**src/rtl/mcfr_pkg.sv**
```systemverilog
`timescale 1ns / 1ps
// ----------------------------------------------------------------------------
// mcfr_pkg: shared types and constants of the frame responder
// Frame constants, request and state codes, and the command word that goes
// from the parser to the frame emitter.
// ----------------------------------------------------------------------------
package mcfr_pkg;

    localparam int unsigned BYTE_W    = 8;
    localparam int unsigned TOUCH_W   = 10;
    localparam int unsigned REQ_W     = 2;
    localparam int unsigned NIBBLE_W  = 4;
    localparam int unsigned CFG_IDX_W = 2;
    localparam int unsigned CFG_W     = 32;
    localparam int unsigned EEPROM_W  = 16;

    // Emitted payloads never exceed four bytes.
    localparam int unsigned PAY_LEN_W = 3;
    localparam int unsigned PAY_W     = 32;
    // Byte position inside an emitted frame, 0 up to six.
    localparam int unsigned POS_W     = 3;

    localparam int unsigned CMD_DEPTH = 4;
    localparam int unsigned CMD_PTR_W = 2;
    localparam int unsigned CMD_CNT_W = 3;

    localparam logic [BYTE_W-1:0]   SOF_BYTE   = 8'h02;
    localparam logic [NIBBLE_W-1:0] ID_VERSION = 4'h0;
    localparam logic [NIBBLE_W-1:0] ID_TOUCH   = 4'h3;
    localparam logic [NIBBLE_W-1:0] ID_EEPROM  = 4'h4;
    localparam logic [NIBBLE_W-1:0] ID_BATTERY = 4'h9;

    localparam logic [PAY_LEN_W-1:0] LEN_NONE   = 3'd0;
    localparam logic [PAY_LEN_W-1:0] LEN_EEPROM = 3'd2;
    localparam logic [PAY_LEN_W-1:0] LEN_FULL   = 3'd4;

    localparam logic [CFG_IDX_W-1:0] CFG_VERSION = 2'd0;
    localparam logic [CFG_IDX_W-1:0] CFG_BATTERY = 2'd1;
    localparam logic [CFG_IDX_W-1:0] CFG_EEPROM  = 2'd2;

    localparam logic [CFG_W-1:0]    VERSION_RESET = 32'h312E3737;
    localparam logic [CFG_W-1:0]    BATTERY_RESET = 32'h01000F01;
    localparam logic [EEPROM_W-1:0] EEPROM_RESET  = 16'hFFFF;

    typedef enum logic [REQ_W-1:0] {
        REQ_HOST    = 2'd0,
        REQ_PRESS   = 2'd1,
        REQ_RELEASE = 2'd2,
        REQ_UNUSED  = 2'd3
    } req_kind_t;

    typedef enum logic [3:0] {
        PH_WAIT  = 4'b0001,
        PH_HDR   = 4'b0010,
        PH_DATA  = 4'b0100,
        PH_CKSUM = 4'b1000
    } phase_t;

    // One frame to emit: id, payload length and up to four payload bytes,
    // first byte in the top octet.
    typedef struct packed {
        logic [NIBBLE_W-1:0]  id;
        logic [PAY_LEN_W-1:0] len;
        logic [PAY_W-1:0]     payload;
    } cmd_t;

endpackage

```
**src/rtl/mcfr_req_if.sv**
```systemverilog
`timescale 1ns / 1ps
// ----------------------------------------------------------------------------
// mcfr_req_if: request channel
// Host bytes and touch events toward the frame responder.
// ----------------------------------------------------------------------------
interface mcfr_req_if
    import mcfr_pkg::*;
();
    logic               valid;
    logic               ready;
    logic [REQ_W-1:0]   req_type;
    logic [BYTE_W-1:0]  host_byte;
    logic [TOUCH_W-1:0] touch_x;
    logic [TOUCH_W-1:0] touch_y;

    modport source (output valid, req_type, host_byte, touch_x, touch_y, input ready);
    modport sink   (input valid, req_type, host_byte, touch_x, touch_y, output ready);
endinterface

```
**src/rtl/mcfr_rsp_if.sv**
```systemverilog
`timescale 1ns / 1ps
// ----------------------------------------------------------------------------
// mcfr_rsp_if: reply channel
// Bytes of emitted frames toward the host, with a frame end mark.
// ----------------------------------------------------------------------------
interface mcfr_rsp_if
    import mcfr_pkg::*;
();
    logic              valid;
    logic              ready;
    logic [BYTE_W-1:0] out_byte;
    logic              frame_end;

    modport source (output valid, out_byte, frame_end, input ready);
    modport sink   (input valid, out_byte, frame_end, output ready);
endinterface

```
**src/rtl/mcfr_front.sv**
```systemverilog
`timescale 1ns / 1ps
// ----------------------------------------------------------------------------
// mcfr_front: request parser
// Holds the configuration words, parses host frames and turns replies and
// touch events into frame commands for the queue.
// ----------------------------------------------------------------------------
module mcfr_front
    import mcfr_pkg::*;
(
    input  logic                 clk,
    input  logic                 rst_n,
    input  logic                 cfg_we,
    input  logic [CFG_IDX_W-1:0] cfg_index,
    input  logic [CFG_W-1:0]     cfg_data,
    mcfr_req_if.sink             req,
    input  logic                 cmd_full,
    output logic                 cmd_push,
    output cmd_t                 cmd_data
);

    logic [CFG_W-1:0]    version_reg;
    logic [CFG_W-1:0]    battery_reg;
    logic [EEPROM_W-1:0] eeprom_reg;

    phase_t              phase_reg, phase_next;
    logic [NIBBLE_W-1:0] id_reg, id_next;
    logic [NIBBLE_W-1:0] len_reg, len_next;
    logic [NIBBLE_W-1:0] seen_reg, seen_next;
    logic [NIBBLE_W-1:0] seen_inc;
    logic                accept;
    cmd_t                reply_cmd;

    assign req.ready = !cmd_full;
    assign accept    = req.valid && req.ready;
    assign seen_inc  = seen_reg + 4'd1;

    always_ff @(posedge clk or negedge rst_n)
    begin
        if (!rst_n)
        begin
            version_reg <= VERSION_RESET;
            battery_reg <= BATTERY_RESET;
            eeprom_reg  <= EEPROM_RESET;
        end
        else if (cfg_we)
        begin
            unique case (cfg_index)
                CFG_VERSION: version_reg <= cfg_data;
                CFG_BATTERY: battery_reg <= cfg_data;
                CFG_EEPROM:  eeprom_reg  <= cfg_data[EEPROM_W-1:0];
                default:     ;
            endcase
        end
    end

    // Reply to the frame that has just been parsed.
    always_comb
    begin
        reply_cmd.id      = id_reg;
        reply_cmd.len     = LEN_NONE;
        reply_cmd.payload = '0;
        unique case (id_reg)
            ID_VERSION:
            begin
                reply_cmd.len     = LEN_FULL;
                reply_cmd.payload = version_reg;
            end
            ID_EEPROM:
            begin
                reply_cmd.len     = LEN_EEPROM;
                reply_cmd.payload = {eeprom_reg, {(PAY_W-EEPROM_W){1'b0}}};
            end
            ID_BATTERY:
            begin
                reply_cmd.len     = LEN_FULL;
                reply_cmd.payload = battery_reg;
            end
            default: ;
        endcase
    end

    always_comb
    begin
        phase_next = phase_reg;
        id_next    = id_reg;
        len_next   = len_reg;
        seen_next  = seen_reg;
        cmd_push   = 1'b0;
        cmd_data   = reply_cmd;
        if (accept)
        begin
            unique case (req_kind_t'(req.req_type))
                REQ_PRESS:
                begin
                    cmd_push         = 1'b1;
                    cmd_data.id      = ID_TOUCH;
                    cmd_data.len     = LEN_FULL;
                    cmd_data.payload = {6'd0, req.touch_y[9:8], req.touch_y[7:0],
                                        6'd0, req.touch_x[9:8], req.touch_x[7:0]};
                end
                REQ_RELEASE:
                begin
                    cmd_push         = 1'b1;
                    cmd_data.id      = ID_TOUCH;
                    cmd_data.len     = LEN_NONE;
                    cmd_data.payload = '0;
                end
                REQ_HOST:
                begin
                    unique case (phase_reg)
                        PH_WAIT:
                        begin
                            if (req.host_byte == SOF_BYTE)
                            begin
                                phase_next = PH_HDR;
                            end
                        end
                        PH_HDR:
                        begin
                            id_next    = req.host_byte[7:4];
                            len_next   = req.host_byte[3:0];
                            seen_next  = '0;
                            phase_next = (req.host_byte[3:0] == 4'd0) ? PH_CKSUM : PH_DATA;
                        end
                        PH_DATA:
                        begin
                            seen_next = seen_inc;
                            if (seen_inc >= len_reg)
                            begin
                                phase_next = PH_CKSUM;
                            end
                        end
                        PH_CKSUM:
                        begin
                            phase_next = PH_WAIT;
                            cmd_push   = 1'b1;
                        end
                        default: phase_next = PH_WAIT;
                    endcase
                end
                default: ;
            endcase
        end
    end

    always_ff @(posedge clk or negedge rst_n)
    begin
        if (!rst_n)
        begin
            phase_reg <= PH_WAIT;
            id_reg    <= '0;
            len_reg   <= '0;
            seen_reg  <= '0;
        end
        else
        begin
            phase_reg <= phase_next;
            id_reg    <= id_next;
            len_reg   <= len_next;
            seen_reg  <= seen_next;
        end
    end

`ifndef SYNTHESIS
    a_sof_opens_frame: assert property (@(posedge clk) disable iff (!rst_n)
        accept && req.req_type == REQ_HOST && phase_reg == PH_WAIT
            && req.host_byte == SOF_BYTE |=> phase_reg == PH_HDR)
        else $error("start byte did not open a frame");
`endif

endmodule

```
**src/rtl/mcfr_cmd_fifo.sv**
```systemverilog
`timescale 1ns / 1ps
// ----------------------------------------------------------------------------
// mcfr_cmd_fifo: frame command queue
// A short queue of frame commands between the parser and the emitter.
// ----------------------------------------------------------------------------
module mcfr_cmd_fifo
    import mcfr_pkg::*;
(
    input  logic clk,
    input  logic rst_n,
    input  logic push,
    input  cmd_t push_data,
    input  logic pop,
    output cmd_t head,
    output logic empty,
    output logic full
);

    cmd_t                 mem_reg [CMD_DEPTH];
    logic [CMD_PTR_W-1:0] wr_ptr_reg;
    logic [CMD_PTR_W-1:0] rd_ptr_reg;
    logic [CMD_CNT_W-1:0] count_reg, count_next;
    logic                 do_push, do_pop;

    assign empty   = (count_reg == '0);
    assign full    = (count_reg == CMD_CNT_W'(CMD_DEPTH));
    assign do_push = push && !full;
    assign do_pop  = pop && !empty;
    assign head    = mem_reg[rd_ptr_reg];

    always_comb
    begin
        count_next = count_reg;
        if (do_push && !do_pop)
        begin
            count_next = count_reg + CMD_CNT_W'(1);
        end
        else if (do_pop && !do_push)
        begin
            count_next = count_reg - CMD_CNT_W'(1);
        end
    end

    always_ff @(posedge clk)
    begin
        if (do_push)
        begin
            mem_reg[wr_ptr_reg] <= push_data;
        end
    end

    always_ff @(posedge clk or negedge rst_n)
    begin
        if (!rst_n)
        begin
            wr_ptr_reg <= '0;
            rd_ptr_reg <= '0;
            count_reg  <= '0;
        end
        else
        begin
            count_reg <= count_next;
            if (do_push)
            begin
                wr_ptr_reg <= wr_ptr_reg + CMD_PTR_W'(1);
            end
            if (do_pop)
            begin
                rd_ptr_reg <= rd_ptr_reg + CMD_PTR_W'(1);
            end
        end
    end

`ifndef SYNTHESIS
    a_count_bound: assert property (@(posedge clk) disable iff (!rst_n)
        count_reg <= CMD_CNT_W'(CMD_DEPTH))
        else $error("command queue count beyond depth");
`endif

endmodule

```
**src/rtl/mcfr_back.sv**
```systemverilog
`timescale 1ns / 1ps
// ----------------------------------------------------------------------------
// mcfr_back: frame emitter
// Takes frame commands and sends start byte, header, payload and additive
// checksum one byte per cycle while rsp is ready, through an output register.
// ----------------------------------------------------------------------------
module mcfr_back
    import mcfr_pkg::*;
(
    input  logic     clk,
    input  logic     rst_n,
    input  cmd_t     head,
    input  logic     empty,
    output logic     pop,
    mcfr_rsp_if.source rsp
);

    logic              active_reg, active_next;
    cmd_t              cmd_reg;
    logic [POS_W-1:0]  pos_reg, pos_next;
    logic [BYTE_W-1:0] sum_reg, sum_next;
    logic              out_valid_reg;
    logic [BYTE_W-1:0] out_byte_reg;
    logic              out_end_reg;

    logic              emit;
    logic              last;
    logic [BYTE_W-1:0] hdr;
    logic [BYTE_W-1:0] cur_byte;
    logic [1:0]        pay_sel;
    logic [BYTE_W-1:0] pay_byte;

    assign emit    = active_reg && (!out_valid_reg || rsp.ready);
    assign last    = (pos_reg == cmd_reg.len + POS_W'(2));
    assign hdr     = {cmd_reg.id, 1'b0, cmd_reg.len};
    assign pay_sel = 2'(pos_reg - POS_W'(2));
    assign pop     = (!active_reg || (emit && last)) && !empty;

    always_comb
    begin
        case (pay_sel)
            2'd0:    pay_byte = cmd_reg.payload[31:24];
            2'd1:    pay_byte = cmd_reg.payload[23:16];
            2'd2:    pay_byte = cmd_reg.payload[15:8];
            default: pay_byte = cmd_reg.payload[7:0];
        endcase
    end

    always_comb
    begin
        sum_next = sum_reg;
        if (pos_reg == POS_W'(0))
        begin
            cur_byte = SOF_BYTE;
        end
        else if (pos_reg == POS_W'(1))
        begin
            cur_byte = hdr;
            sum_next = hdr;
        end
        else if (last)
        begin
            cur_byte = sum_reg;
        end
        else
        begin
            cur_byte = pay_byte;
            sum_next = sum_reg + pay_byte;
        end
    end

    always_comb
    begin
        active_next = active_reg;
        pos_next    = pos_reg;
        if (pop)
        begin
            active_next = 1'b1;
            pos_next    = '0;
        end
        else if (emit)
        begin
            if (last)
            begin
                active_next = 1'b0;
            end
            pos_next = pos_reg + POS_W'(1);
        end
    end

    always_ff @(posedge clk)
    begin
        if (pop)
        begin
            cmd_reg <= head;
        end
        if (emit)
        begin
            sum_reg      <= sum_next;
            out_byte_reg <= cur_byte;
            out_end_reg  <= last;
        end
    end

    always_ff @(posedge clk or negedge rst_n)
    begin
        if (!rst_n)
        begin
            active_reg    <= 1'b0;
            pos_reg       <= '0;
            out_valid_reg <= 1'b0;
        end
        else
        begin
            active_reg <= active_next;
            pos_reg    <= pos_next;
            if (emit)
            begin
                out_valid_reg <= 1'b1;
            end
            else if (rsp.ready)
            begin
                out_valid_reg <= 1'b0;
            end
        end
    end

    assign rsp.valid     = out_valid_reg;
    assign rsp.out_byte  = out_byte_reg;
    assign rsp.frame_end = out_end_reg;

`ifndef SYNTHESIS
    a_frame_starts_sof: assert property (@(posedge clk) disable iff (!rst_n)
        emit && pos_reg == POS_W'(0) |=> out_valid_reg && out_byte_reg == SOF_BYTE
            && !out_end_reg)
        else $error("frame did not open with the start byte");

    a_end_closes_cmd: assert property (@(posedge clk) disable iff (!rst_n)
        emit && last |=> out_end_reg && (!active_reg || pos_reg == POS_W'(0)))
        else $error("frame end not aligned with the end of a command");
`endif

endmodule

```
**src/rtl/micro_controller_frame_responder.sv**
```systemverilog
`timescale 1ns / 1ps
// ----------------------------------------------------------------------------
// micro_controller_frame_responder: host frame parser and reply generator
// Parses host frames, answers version, EEPROM and battery requests from
// configuration words and reports touch events as frames.
// ----------------------------------------------------------------------------
// Use of the block:
// - req carries one word per request: a host byte, a touch press with x and
//   y, or a touch release. A word is taken whenever valid and ready are high.
// - rsp carries the emitted frames one byte per word; frame_end marks the
//   checksum byte that closes each frame.
// - cfg_we, cfg_index and cfg_data write the version, battery and EEPROM
//   reply words; the user must write only while the block is idle, unenforced.
// - The parser takes one request word per cycle as long as the command
//   queue (four frames deep) has room. A reply or touch frame reaches rsp
//   through the queue, the emitter's command register and the output register.
// - The emitter sends one byte per cycle while rsp is ready; a frame holds
//   three bytes when empty, up to seven with a four-byte payload.
//   Sustained throughput is set by this byte serializer.
// - When rsp stalls, the output register holds its byte, the emitter waits,
//   the queue fills and req.ready falls only once four frames are waiting.
// - Reset clears the parser to waiting for a start byte, empties the queue
//   and loads the default configuration words.
// ----------------------------------------------------------------------------
module micro_controller_frame_responder
    import mcfr_pkg::*;
(
    input  logic                 clk,
    input  logic                 rst_n,
    input  logic                 cfg_we,
    input  logic [CFG_IDX_W-1:0] cfg_index,
    input  logic [CFG_W-1:0]     cfg_data,
    mcfr_req_if.sink             req,
    mcfr_rsp_if.source           rsp
);

    // Frame commands between the parser and the emitter.
    logic cmd_push;
    cmd_t cmd_in;
    logic cmd_pop;
    cmd_t cmd_head;
    logic cmd_empty;
    logic cmd_full;

    // The parser classifies each request word and queues a frame command
    // for every reply or touch event.
    mcfr_front u_front (
        .clk       (clk),
        .rst_n     (rst_n),
        .cfg_we    (cfg_we),
        .cfg_index (cfg_index),
        .cfg_data  (cfg_data),
        .req       (req),
        .cmd_full  (cmd_full),
        .cmd_push  (cmd_push),
        .cmd_data  (cmd_in)
    );

    // The queue lets the parser keep taking words while a frame drains.
    mcfr_cmd_fifo u_cmd_fifo (
        .clk       (clk),
        .rst_n     (rst_n),
        .push      (cmd_push),
        .push_data (cmd_in),
        .pop       (cmd_pop),
        .head      (cmd_head),
        .empty     (cmd_empty),
        .full      (cmd_full)
    );

    // The emitter turns each command into bytes with a running checksum.
    mcfr_back u_back (
        .clk   (clk),
        .rst_n (rst_n),
        .head  (cmd_head),
        .empty (cmd_empty),
        .pop   (cmd_pop),
        .rsp   (rsp)
    );

endmodule
```
**src/flat_wrapper.sv**
```systemverilog
// flat-port wrapper written by rule: the top's interface ports become plain ports
module micro_controller_frame_responder_flat import mcfr_pkg::*;
  (clk, rst_n, cfg_we, cfg_index, cfg_data, req_valid, req_req_type, req_host_byte, req_touch_x, req_touch_y, req_ready, rsp_valid, rsp_out_byte, rsp_frame_end, rsp_ready);
  mcfr_req_if req_i ();
  mcfr_rsp_if rsp_i ();
  input  logic clk;
  input  logic rst_n;
  input  logic cfg_we;
  input  logic [CFG_IDX_W-1:0] cfg_index;
  input  logic [CFG_W-1:0] cfg_data;
  input wire logic [$bits(req_i.valid)-1:0] req_valid;
  input wire logic [$bits(req_i.req_type)-1:0] req_req_type;
  input wire logic [$bits(req_i.host_byte)-1:0] req_host_byte;
  input wire logic [$bits(req_i.touch_x)-1:0] req_touch_x;
  input wire logic [$bits(req_i.touch_y)-1:0] req_touch_y;
  output wire logic [$bits(req_i.ready)-1:0] req_ready;
  output wire logic [$bits(rsp_i.valid)-1:0] rsp_valid;
  output wire logic [$bits(rsp_i.out_byte)-1:0] rsp_out_byte;
  output wire logic [$bits(rsp_i.frame_end)-1:0] rsp_frame_end;
  input wire logic [$bits(rsp_i.ready)-1:0] rsp_ready;
  assign req_i.valid = req_valid;
  assign req_i.req_type = req_req_type;
  assign req_i.host_byte = req_host_byte;
  assign req_i.touch_x = req_touch_x;
  assign req_i.touch_y = req_touch_y;
  assign req_ready = req_i.ready;
  assign rsp_valid = rsp_i.valid;
  assign rsp_out_byte = rsp_i.out_byte;
  assign rsp_frame_end = rsp_i.frame_end;
  assign rsp_i.ready = rsp_ready;
  micro_controller_frame_responder u_core (.clk(clk), .rst_n(rst_n), .cfg_we(cfg_we), .cfg_index(cfg_index), .cfg_data(cfg_data), .req(req_i), .rsp(rsp_i));
endmodule
```
**config.mk**
```make
export PLATFORM = sky130hd
export DESIGN_NAME = micro_controller_frame_responder_flat
export DESIGN_NICKNAME = d
export VERILOG_FILES = /design/src/rtl/mcfr_pkg.sv /design/src/rtl/mcfr_req_if.sv /design/src/rtl/mcfr_rsp_if.sv /design/src/rtl/mcfr_front.sv /design/src/rtl/mcfr_cmd_fifo.sv /design/src/rtl/mcfr_back.sv /design/src/rtl/micro_controller_frame_responder.sv /design/src/flat_wrapper.sv
export SDC_FILE = /design/constraint.sdc
export NUM_CORES = 1
export LEC_CHECK = 0
export ABC_CLOCK_PERIOD_IN_PS = 4150
export BUFFER_PORTS_ARGS = -buffer_cell sky130_fd_sc_hd__clkbuf_2
export CORE_UTILIZATION = 43
export DETAILED_ROUTE_END_ITERATION = 8
export PLACE_DENSITY = 0.64
export SYNTH_ARGS = -nofsm -noshare
export SYNTH_HDL_FRONTEND = slang
export SYNTH_SLANG_ARGS = --single-unit
```
**constraint.sdc**
```tcl
create_clock -name clk -period 4.15 [get_ports clk]
set_clock_uncertainty 0.05 [all_clocks]
set_input_delay 0.415 -clock clk [delete_from_list [all_inputs] [get_ports clk]]
set_output_delay 0.415 -clock clk [all_outputs]
set_load 0.005 [all_outputs]
```
==> flow_summary_export.csv <==
group,metric,value,unit
status,outcome,"finished with violations",
status,violations,"negative hold slack",
logic_synthesis,synth_nets,906,
worst_setup_path,cp_cell_sequence,"inv_1, ha_1, a222oi_1, mux2i_1, ha_1, fa_1, a21o_1, a21oi_1, o21bai_1, mux2i_1, nand3_1",
clock_tree,cts_setup_buffers,0,
finish,diodes,0,
global_route,antenna_found_initial,0,
placed_design,place_congestion,0.839,
timing,fmax,320,MHz
logic_synthesis,yosysMostFrequentCell,"edfxtp_1",
logic_synthesis,netlist_instances,809,
clock_tree,ctsHtreeMaxLevel,2,
routing,vias,7154,
worst_setup_path,critical-path-slowest-cell,"dfrtp_1",
logic_synthesis,synthTopCellsByArea,"edfxtp_1, dfrtp_1, dfstp_2",
pwr,switching_share,30.8,%
floorplanning,dieWidth,178,um
clock_tree,clkLatencyLatePin,510,ps
global_route,grt_pass1_wl,40300,um
clock_tree,clockRootBuffer,"clkbuf_16",
pwr,leakagePower,5.68,nW
worst_setup_path,critPathTopFamily,"adder cells",
global_route,grt_max_degree,73,
global_route,grtUsageTotal,16.6,%
placed_design,port_buffers,79,
finish,fill_cells,2517,
timing,slew_headroom,29.0,%
floorplanning,die_y,178,um
logic_synthesis,synth_compound_area_share,5.74,%
pwr,p_int,0.00765,W
logic_synthesis,synth_edf_count,207,
logic_synthesis,yosysWarnings,0,
routing,wl_met3,1120,um
finish,largest_reg_flops,152,
floorplanning,ioPinCount,80,
timing,period_share,75.4,%
pwr,p_per_area,723,nW/um2
worst_setup_path,max_stage_delay,470,ps
timing,setup_viol,0,
placed_design,dpl.hpwl,16600,um
routing,first_iter_violations,689,
logic_synthesis,synth-simple-area-share,5.28,%
hold_path,hp-class,"input pin to asynchronous set/reset pin",
timing,timing.hold.ws,-13.6,ps
clock_tree,cts_buffer_depth,3,
timing,worstMarginPinSlew,1060,ps
worst_setup_path,setup.worst_path.end_class,"flop",
finish,syn2layout_area_growth,15.1,%
logic_synthesis,ys_ff_latch,315,
worst_setup_path,crit_required,4340,ps
pwr,ir_drop,338,uV
logic_synthesis,synth_top_family_by_area,"multiplexers",
worst_setup_path,r2r-end,"u_core.u_back.sum_reg[6]",
floorplanning,dieArea,31600,um2
logic_synthesis,synthAdderAreaFrac,2.75,%
worst_setup_path,cp.arrival,3320,ps
floorplanning,fp.coreArea,30500,um2
global_route,grt_pass1_vias,7287,
timing,rsz0062_at_grt,"false",
routing,wl,25200,um
timing,tns,0,ps
pwr,switching_power,0.00340,W
pwr,p_seq_share,43.0,%
logic_synthesis,ys_seq_area_share,67.5,%
worst_setup_path,path_class,"flop to flop",
pwr,p_comb_share,29.4,%
logic_synthesis,synth_top_area_share,46.8,%
routing,wl_met1,11600,um
worst_setup_path,rr_worst_depth,11,
routing,ant_nets,0,
logic_synthesis,syn_avg_cell_area,16.4,um2
timing,hold_viol,15,
clock_tree,cts_resized,0,
pwr,report.power.total,0.0111,W
clock_tree,clkTransAtPathRegs,60,ps
worst_setup_path,reg2reg_from,"u_core.u_back.pos_reg[0]",
pwr,clkPwrFrac,27.5,%
routing,dr.max_layer_used,"met4",
routing,dr.pass1.iters,8,
placed_design,dpl_worst_slack,1020,ps
routing,drc,0,
worst_setup_path,cp_max_fo,12,
worst_setup_path,crit_buf_inv,1,
logic_synthesis,muxShareOfSynthArea,15.4,%
clock_tree,hold_buffers,0,
clock_tree,cts_buffers,34,
logic_synthesis,yosysTopAreaCell,"edfxtp_1",
floorplanning,num_rows,64,
timing,fin_crit,3130,ps
global_route,gr-total-overflow,0,
logic_synthesis,async_flop_share,34.3,%
clock_tree,cts_tree,"done",
routing,via_per_inst,5.40,
logic_synthesis,synth_common_cells,"edfxtp_1, mux2_2, dfrtp_1",
floorplanning,initial_core_util,43.6,%
finish,layout-drive-gt1-share,36.1,%
worst_setup_path,reg2reg_slack,1020,ps
clock_tree,clkSinkCount,315,
logic_synthesis,netlist_area,13300,um2
timing,drv_slew,0,
finish,multi_input_area,4050,um2
worst_setup_path,cp-start-kind,"flop",
finish,nets,1001,
routing,wl_per_cell,19.0,um
logic_synthesis,synth_flop_cell,"edfxtp_1",
job,drv_cap,0,
finish,register_area,8970,um2
logic_synthesis,synthXorXnorAreaFrac,1.12,%
timing,fin_ws,1020,ps
routing,wl_met2,12100,um
logic_synthesis,synth_cell_type_count,63,
## worst max-delay path by stage
stage,startpoint,endpoint,slack [ps],cells past startpoint
finish,u_core.u_back.pos_reg[0],u_core.u_back.sum_reg[6],1020,11
floorplan,u_core.u_back.pos_reg[0],u_core.u_back.sum_reg[6],1200,12
global placement,u_core.u_back.pos_reg[0],u_core.u_back.sum_reg[6],1080,11
CTS,u_core.u_back.pos_reg[0],u_core.u_back.sum_reg[6],1000,11
detailed placement,u_core.u_back.pos_reg[0],u_core.u_back.sum_reg[6],1020,11
global route,u_core.u_back.pos_reg[0],u_core.u_back.sum_reg[6],750,11
## power by group through the flow
stage,sequential (W),combinational [W],clock [W]
2_1_floorplan,0.00463,0.00249,0
6_report,0.00476,0.00326,0.00305
3_3_place_gp,0.00482,0.00321,0
4_1_cts,0.00477,0.00328,0.00313
5_1_grt,0.00484,0.00362,0.00325
3_5_place_dp,0.00483,0.00326,0
## cell usage in the layout, fill, tap and decap left out, types with 11 or more instances in the layout
master	count
edfxtp_1	207
mux2_2	87
clkbuf_2	78
dfrtp_1	67
nand2_1	43
dfstp_2	40
mux4_2	38
clkbuf_16	35
nor2_1	29
inv_1	27
ha_1	26
a222oi_1	24
o21ai_1	20
buf_4	20
mux2i_1	19
a22oi_1	17
a21oi_1	14
o21ai_0	14
xnor2_1	11
## stage by stage
step / util (%) / instance area, um2 / std cells
3_3_place_gp: 46.4 / 14200 / 1264
6_report: 50.2 / 15300 / 1326
2_1_floorplan: - / 13300 / 809
4_1_cts: 50.2 / 15300 / 1326
3_5_place_dp: 46.4 / 14200 / 1264
5_1_grt: 50.2 / 15300 / 1326
## layout make-up
type / count / area share (%)
tap: 396 / 3.24
inverter: 27 / 0.662
sequential: 315 / 58.6
timing repair buffer: 98 / 3.53
multi-input combinational: 428 / 26.5
clock buffer: 42 / 6.05
clock inverter: 20 / 1.42
## metal layers
layer | track usage [%] | up-vias
li1 | - | 3330
met1 | 24.0 | 3612
met2 | 26.0 | 179
met3 | 2.66 | 33
met4 | 4.52 | 0
met5 | 0 | -
## cells by family after synthesis
| logic type | Yosys count |
|---|---|
| DFF | 315 |
| muxes | 145 |
| and+or+nand+nor | 130 |
| AOI/OAI and AO/OA | 108 |
| buffers and inverters | 66 |
| adders and majority gates | 28 |
| xor gates and xnor gates | 17 |
Note: power is estimated with default switching activity, not from simulation.
